**src/sv/kms_pkg.sv**
```systemverilog
`default_nettype none
package kms_pkg;

    localparam int CNT_W   = 8;
    localparam int CODE_W  = 4;
    localparam int POS_W   = 2;
    localparam int LEVEL_W = 4;
    localparam int MAP_W   = 16;
    localparam int CFG_IDX_W  = 3;
    localparam int CFG_DATA_W = 16;

    // register indexes on the configuration port
    localparam logic [CFG_IDX_W-1:0] CFG_THRESHOLD = 3'd0;
    localparam logic [CFG_IDX_W-1:0] CFG_MAP_ROW0  = 3'd1;
    localparam logic [CFG_IDX_W-1:0] CFG_MAP_ROW1  = 3'd2;
    localparam logic [CFG_IDX_W-1:0] CFG_MAP_ROW2  = 3'd3;
    localparam logic [CFG_IDX_W-1:0] CFG_MAP_ROW3  = 3'd4;

    localparam logic [CNT_W-1:0] THRESHOLD_RESET = 8'd5;
    localparam logic [MAP_W-1:0] MAP_ROW0_RESET  = 16'hA321;
    localparam logic [MAP_W-1:0] MAP_ROW1_RESET  = 16'hB654;
    localparam logic [MAP_W-1:0] MAP_ROW2_RESET  = 16'hC987;
    localparam logic [MAP_W-1:0] MAP_ROW3_RESET  = 16'hDEF0;

    // what one column lane reports for the row being scanned
    typedef struct packed {
        logic changed;
        logic now_pressed;
        logic any_pressed;
    } t_lane_status;

endpackage
`default_nettype wire

```
**src/sv/kms_lane.sv**
```systemverilog
`default_nettype none
module kms_lane
    import kms_pkg::*;
#(
    parameter int ROWS  = 4,
    parameter int ROW_W = 2
) (
    input  wire logic             i_clk,
    input  wire logic             i_rst_n,
    input  wire logic [ROW_W-1:0] i_row,
    input  wire logic             i_pressed,
    input  wire logic [CNT_W-1:0] i_threshold,
    input  wire logic             i_update,
    output t_lane_status          o_status
);

    logic [CNT_W-1:0] r_count [ROWS];
    logic [ROWS-1:0]  r_stable;
    logic [CNT_W-1:0] w_cur;
    logic [CNT_W-1:0] n_count;
    logic [ROWS-1:0]  n_stable;
    logic             w_now;

    assign w_cur = r_count[i_row];

    always_comb begin
        if (i_pressed) begin
            n_count = (w_cur < i_threshold) ? w_cur + 1'b1 : w_cur;
        end else begin
            n_count = (w_cur != '0) ? w_cur - 1'b1 : w_cur;
        end
        w_now = (n_count >= i_threshold);
        n_stable = r_stable;
        n_stable[i_row] = w_now;
    end

    assign o_status.changed     = (w_now != r_stable[i_row]);
    assign o_status.now_pressed = w_now;
    assign o_status.any_pressed = |n_stable;

    always_ff @(posedge i_clk) begin
        if (!i_rst_n) begin
            for (int r = 0; r < ROWS; r++) begin
                r_count[r] <= '0;
            end
            r_stable <= '0;
        end else if (i_update) begin
            r_count[i_row] <= n_count;
            r_stable       <= n_stable;
        end
    end

endmodule
`default_nettype wire

```
**src/sv/kms_merge.sv**
```systemverilog
`default_nettype none
module kms_merge
    import kms_pkg::*;
#(
    parameter int COLS = 4
) (
    input  wire logic              i_clk,
    input  wire logic              i_rst_n,
    input  wire t_lane_status      i_lane [COLS],
    input  wire logic [MAP_W-1:0]  i_keymap,
    input  wire logic [POS_W-1:0]  i_row,
    input  wire logic [POS_W-1:0]  i_next_row,
    input  wire logic              i_load,
    input  wire logic              i_out_ready,
    output logic                   o_out_valid,
    output logic                   o_event_valid,
    output logic                   o_event_is_release,
    output logic [CODE_W-1:0]      o_key_code,
    output logic [POS_W-1:0]       o_event_row,
    output logic [POS_W-1:0]       o_event_column,
    output logic [POS_W-1:0]       o_drive_row,
    output logic                   o_any_pressed
);

    logic              r_valid;
    logic              r_ev;
    logic              r_release;
    logic [CODE_W-1:0] r_code;
    logic [POS_W-1:0]  r_ev_row;
    logic [POS_W-1:0]  r_ev_col;
    logic [POS_W-1:0]  r_drive_row;
    logic              r_any;

    logic              n_ev;
    logic              n_release;
    logic [CODE_W-1:0] n_code;
    logic [POS_W-1:0]  n_ev_row;
    logic [POS_W-1:0]  n_ev_col;
    logic              n_any;

    // lowest changing column wins, walk down so it is picked last
    always_comb begin
        n_ev      = 1'b0;
        n_release = 1'b0;
        n_code    = '0;
        n_ev_col  = '0;
        n_any     = 1'b0;
        for (int c = COLS - 1; c >= 0; c--) begin
            n_any = n_any | i_lane[c].any_pressed;
            if (i_lane[c].changed) begin
                n_ev      = 1'b1;
                n_release = ~i_lane[c].now_pressed;
                n_code    = i_keymap[CODE_W*c +: CODE_W];
                n_ev_col  = POS_W'(c);
            end
        end
        n_ev_row = n_ev ? i_row : '0;
    end

    always_ff @(posedge i_clk) begin
        if (!i_rst_n) begin
            r_valid <= 1'b0;
        end else if (i_load) begin
            r_valid <= 1'b1;
        end else if (i_out_ready) begin
            r_valid <= 1'b0;
        end
    end

    always_ff @(posedge i_clk) begin
        if (i_load) begin
            r_ev        <= n_ev;
            r_release   <= n_release;
            r_code      <= n_code;
            r_ev_row    <= n_ev_row;
            r_ev_col    <= n_ev_col;
            r_drive_row <= i_next_row;
            r_any       <= n_any;
        end
    end

    assign o_out_valid        = r_valid;
    assign o_event_valid      = r_ev;
    assign o_event_is_release = r_release;
    assign o_key_code         = r_code;
    assign o_event_row        = r_ev_row;
    assign o_event_column     = r_ev_col;
    assign o_drive_row        = r_drive_row;
    assign o_any_pressed      = r_any;

endmodule
`default_nettype wire

```
**src/sv/keypad_matrix_scanner_debounce.sv**
```systemverilog
`default_nettype none
// Keypad matrix scanner with per-key debounce. Each request carries the
// active-low column levels sampled while the row shown on o_drive_row of the
// previous result (row 0 after reset) was driven. One request is taken every
// clock cycle while the output register is empty or drains: one lane per column
// updates its key counter and stable state, and the merged event lands in an
// output register, so a result appears in the cycle after its request is
// taken and the input keeps flowing while that register drains. Configuration
// writes are taken in any cycle; indexes beyond the keymap rows are ignored.
module keypad_matrix_scanner_debounce
    import kms_pkg::*;
#(
    parameter int ROWS = 4,
    parameter int COLS = 4
) (
    input  wire logic                  i_clk,
    input  wire logic                  i_rst_n,
    input  wire logic                  i_cfg_valid,
    output logic                       o_cfg_ready,
    input  wire logic [CFG_IDX_W-1:0]  i_cfg_index,
    input  wire logic [CFG_DATA_W-1:0] i_cfg_data,
    input  wire logic                  i_in_valid,
    output logic                       o_in_ready,
    input  wire logic [LEVEL_W-1:0]    i_column_levels,
    output logic                       o_out_valid,
    input  wire logic                  i_out_ready,
    output logic                       o_event_valid,
    output logic                       o_event_is_release,
    output logic [CODE_W-1:0]          o_key_code,
    output logic [POS_W-1:0]           o_event_row,
    output logic [POS_W-1:0]           o_event_column,
    output logic [POS_W-1:0]           o_drive_row,
    output logic                       o_any_pressed
);

    localparam int ROW_W = (ROWS > 1) ? $clog2(ROWS) : 1;

    logic [CNT_W-1:0] r_threshold;
    logic [MAP_W-1:0] r_keymap [4];
    logic [POS_W-1:0] r_scan_row;
    logic [POS_W-1:0] n_scan_row;
    logic             w_accept;
    t_lane_status     w_lane [COLS];

    assign o_cfg_ready = 1'b1;
    assign o_in_ready  = ~o_out_valid | i_out_ready;
    assign w_accept    = i_in_valid & o_in_ready;

    always_ff @(posedge i_clk) begin
        if (!i_rst_n) begin
            r_threshold <= THRESHOLD_RESET;
            r_keymap[0] <= MAP_ROW0_RESET;
            r_keymap[1] <= MAP_ROW1_RESET;
            r_keymap[2] <= MAP_ROW2_RESET;
            r_keymap[3] <= MAP_ROW3_RESET;
        end else if (i_cfg_valid) begin
            case (i_cfg_index)
                CFG_THRESHOLD: r_threshold <= i_cfg_data[CNT_W-1:0];
                CFG_MAP_ROW0:  r_keymap[0] <= i_cfg_data;
                CFG_MAP_ROW1:  r_keymap[1] <= i_cfg_data;
                CFG_MAP_ROW2:  r_keymap[2] <= i_cfg_data;
                CFG_MAP_ROW3:  r_keymap[3] <= i_cfg_data;
                default: ;
            endcase
        end
    end

    assign n_scan_row = (r_scan_row == POS_W'(ROWS - 1)) ? '0 : r_scan_row + 1'b1;

    always_ff @(posedge i_clk) begin
        if (!i_rst_n) begin
            r_scan_row <= '0;
        end else if (w_accept) begin
            r_scan_row <= n_scan_row;
        end
    end

    for (genvar c = 0; c < COLS; c++) begin : g_lane
        kms_lane #(
            .ROWS  (ROWS),
            .ROW_W (ROW_W)
        ) u_lane (
            .i_clk       (i_clk),
            .i_rst_n     (i_rst_n),
            .i_row       (r_scan_row[ROW_W-1:0]),
            .i_pressed   (~i_column_levels[c]),
            .i_threshold (r_threshold),
            .i_update    (w_accept),
            .o_status    (w_lane[c])
        );
    end

    kms_merge #(
        .COLS (COLS)
    ) u_merge (
        .i_clk              (i_clk),
        .i_rst_n            (i_rst_n),
        .i_lane             (w_lane),
        .i_keymap           (r_keymap[r_scan_row]),
        .i_row              (r_scan_row),
        .i_next_row         (n_scan_row),
        .i_load             (w_accept),
        .i_out_ready        (i_out_ready),
        .o_out_valid        (o_out_valid),
        .o_event_valid      (o_event_valid),
        .o_event_is_release (o_event_is_release),
        .o_key_code         (o_key_code),
        .o_event_row        (o_event_row),
        .o_event_column     (o_event_column),
        .o_drive_row        (o_drive_row),
        .o_any_pressed      (o_any_pressed)
    );

endmodule
`default_nettype wire
```
**config.mk**
```make
export PLATFORM = sky130hd
export DESIGN_NAME = keypad_matrix_scanner_debounce
export DESIGN_NICKNAME = d
export VERILOG_FILES = /design/src/sv/kms_pkg.sv /design/src/sv/kms_lane.sv /design/src/sv/kms_merge.sv /design/src/sv/keypad_matrix_scanner_debounce.sv
export SDC_FILE = /design/constraint.sdc
export NUM_CORES = 1
export LEC_CHECK = 0
export ABC_AREA = 1
export BUFFER_PORTS_ARGS = -buffer_cell sky130_fd_sc_hd__clkbuf_2
export CAP_MARGIN = 20
export CORE_MARGIN = 2
export CORE_UTILIZATION = 30
export CTS_CLUSTER_DIAMETER = 40
export DETAILED_ROUTE_END_ITERATION = 8
export REMOVE_ABC_BUFFERS = 1
export SLEW_MARGIN = 0
export SYNTH_ARGS = -nofsm -noshare
export SYNTH_HDL_FRONTEND = slang
export SYNTH_HIERARCHICAL = 1
export SYNTH_SLANG_ARGS = --single-unit
```
**constraint.sdc**
```tcl
create_clock -name i_clk -period 8.2 [get_ports i_clk]
set_clock_uncertainty 0.05 [all_clocks]
set_input_delay 0.82 -clock i_clk [delete_from_list [all_inputs] [get_ports i_clk]]
set_output_delay 0.82 -clock i_clk [all_outputs]
set_load 0.02 [all_outputs]
```
==> impl_metrics.json <==
{
  "syn_inst": 1829,
  "cts_hold_buf": 0,
  "grt_usage_pct": 15.03,
  "drive_gt1_share_pct": 12.41,
  "cts.sinks": 234,
  "synth_seq_cells": 234,
  "wl_per_cell_um": 14.87,
  "grt_pass1_wl_um": 60840,
  "fin_crit_sh_pct": 72.74,
  "status": "finished clean",
  "setup_viol": 0,
  "place_congestion": 0.8607,
  "async_flop_share_pct": 0,
  "pre_cts_slack_ns": 2.318,
  "grt_pass1_vias": 11600,
  "ir_drop_mv": 0.1628,
  "power.density_mw_per_mm2": 230.6,
  "min_path_type": "reg2reg",
  "yosysMostFrequentCell": "nand2_1",
  "drt_wl_total_um": 38030,
  "ys_types": 40,
  "cts-root-buf": "clkbuf_16",
  "synthTopCellsByCount": "nand2_1, inv_1, nor2_1",
  "drc": 0,
  "io_pins": 44,
  "numPortBuffers": 42,
  "end_kind": "flip-flop",
  "avgSynthCellArea_sq_um": 8.056,
  "slew_headroom_pct": 30.32,
  "start_util_pct": 30.23,
  "core_sq_mm": 0.04875,
  "synth_ff_type": "edfxtp_1",
  "cts_tree": "done",
  "nNetsFinal": 1970,
  "tightest_slew_ns": 1.045,
  "rows": 81,
  "crit_required_ns": 8.57,
  "rsz0062_at_grt": "false",
  "path_clk_slew_ns": 0.06,
  "fin_crit_ns": 5.965,
  "yosysTopAreaCellShare_pct": 41.78,
  "ys_seq_area_share_pct": 45.72,
  "drt-initial-drc-count": 901,
  "cts-buffers-inserted": 30,
  "dr.pass1.iters": 5,
  "vias": 11960,
  "die-area_sq_mm": 0.05090,
  "area_growth_pct": 12.73,
  "grt_max_degree": 65,
  "overflow": 0,
  "clk_latency_ns": 0.55,
  "die_y_um": 225.6,
  "yosys.area.top_type": "edfxtp_1",
  "h-tree-depth": 1,
  "fmax_ghz": 0.1676,
  "critPathMaxFanout": 25,
  "antennaDiodeCount": 0,
  "cts_resized": 0,
  "antenna_left": 0,
  "placement.cell_area_sq_mm": 0.01554,
  "yosys-top-cells-area": "edfxtp_1, nand2_1, ha_1",
  "tns_ns": 0,
  "drv_cap": 0,
  "postLayoutCellArea_sq_mm": 0.01661,
  "final.fill_count": 5024,
  "hold_violations": 0,
  "cp-start-kind": "flip-flop",
  "layout_setup_ws_ns": 2.235,
  "hpwl_um": 27740,
  "fp.dieW_um": 225.6,
  "post_cts_buffers": 0,
  "cts_buffer_depth": 3,
  "rr_worst_depth": 27,
  "via_per_inst": 4.679,
  "hold_depth": 2,
  "antenna_found_initial": 0,
  "critPathKind": "reg2reg",
  "synth-edff-count": 205,
  "yosysWarnings": 6,
  "finalMaxSlewViolations": 0,
  "cp_data_arrival_time_ns": 6.34,
  "syn-cell-area_sq_mm": 0.01473,
  "p_leak_uw": 0.007533
}
stage by stage:
| stage | instances | hold WS (ns) | utilization, % | total power (uW) |
|---|---|---|---|---|
| 2_1_floorplan | 1786 | 0.4077 | - | 2189 |
| 3_3_place_gp | 2500 | 0.4244 | 31.87 | 2443 |
| 3_5_place_dp | 2501 | 0.4380 | 31.88 | 2473 |
| 4_1_cts | 2557 | 0.4474 | 34.07 | 3856 |
| 5_1_grt | 2557 | 0.4735 | 34.07 | 4044 |
| 6_report | 2557 | 0.4451 | 34.07 | 3830 |
critical path: stages (launching register included):
cell and delay [ns]:
dfxtp_2 0.71, buf_4 0.46, inv_1 0.23, nor2_4 0.22, nand2_1 0.09, nand2_1 0.11, nor2_4 0.06, inv_2 0.10
ha_1 0.25, a21o_1 0.16, a21o_1 0.18, nor2_1 0.21, nand2_1 0.08, nor2_1 0.13, nand2_1 0.07, nand2_1 0.08
nand3_1 0.07, nand2_1 0.20, inv_1 0.09, ha_1 0.28, nand2_1 0.08, nor2_1 0.06, nand4_1 0.07, o2111ai_1 0.33
xnor2_1 0.89, inv_1 0.16, or2_2 0.32, nand2_1 0.06
cell type report:
class / instances / area [sq um] / share of cell area, %
multi-input combinational: 1290 / 6693 / 40.29
sequential: 234 / 6740 / 40.58
clock inverter: 20 / 252.7 / 1.522
timing repair buffer: 51 / 275.3 / 1.657
clock buffer: 36 / 814.5 / 4.904
tap: 664 / 830.8 / 5.002
inverter: 262 / 1003 / 6.041
flip-flops by register name (all words and copies together) (netlist names), named ones only:
signal,cells
u_merge/o_drive_row,2
r_threshold,8
g_lane.u_lane/r_count,128
u_merge/o_out_valid,1
r_keymap,64
u_merge/o_event_is_release,1
g_lane.u_lane/r_stable,16
r_scan_row,2
u_merge/o_event_valid,1
u_merge/o_event_column,2
u_merge/o_any_pressed,1
u_merge/o_key_code,4
u_merge/o_event_row,2
routing by layer:
metal	vias up	routed length, um	track usage [%]	part of all wire (%)
met2	337	18340	26.42	48
met5	-	0	0	0
met4	0	848	4.422	2.2
li1	5971	-	-	-
met1	5599	16790	19.24	44
met3	57	2050	1.952	5.4
cells in the final DEF (no fill, tap or decap), types with 3 or more instances in the layout:
master and count:
clkinv_2 5, o2111ai_1 4, clkbuf_2 42, xnor2_1 8, nor3_4 4, o211ai_1 16
xor2_1 4, a221oi_1 4, inv_1 240, a21o_1 12, nand2_4 16, ha_1 73
dfxtp_2 3, o22ai_1 12, inv_2 14, o21ai_0 60, edfxtp_1 205, clkinv_4 4
clkbuf_16 31, nand3_1 127, nand4_2 3, nor2_1 223, dfxtp_1 26, nor3_1 5
nand2_2 20, and2_1 6, nand2_1 576, a21oi_1 48, nand4_1 4, nor2_4 27
nor3_2 8, nand4_4 4, bufinv_16 4, buf_4 8, clkbuf_1 3, inv_4 8
nor2_2 20, inv_6 3
where the power goes:
group          leakage [uW]  total (uW)  switching [uW]  internal [uW]
logic               0.00469         998             691            307
clock network      0.000525        1380             529            847
registers           0.00232        1450            53.7           1400
total               0.00753        3830            1270           2560
cells by family (layout without fill, tap and decap cells):
logic type,after synthesis,in the layout,share of synthesized area (%)
buf+inv,305,369,8.933
fa+ha+maj,73,73,6.199
simple gates,1046,1046,32.24
compound gates,158,158,6.165
flops,234,234,45.72
other cells,1,1,0.02545
xor+xnor,12,12,0.7133
worst paths after layout:
kind	startpoint	to	slack [ns]
worst max-delay path	r_scan_row[0]	u_merge/o_event_is_release	2.24
worst min-delay path	g_lane[3].u_lane/r_stable[0]	g_lane[3].u_lane/r_stable[0]	0.45
worst max register to register	r_scan_row[0]	u_merge/o_event_is_release	2.24
worst min register to register	g_lane[3].u_lane/r_stable[0]	g_lane[3].u_lane/r_stable[0]	0.45
Note: power is estimated with default switching activity, not from simulation.
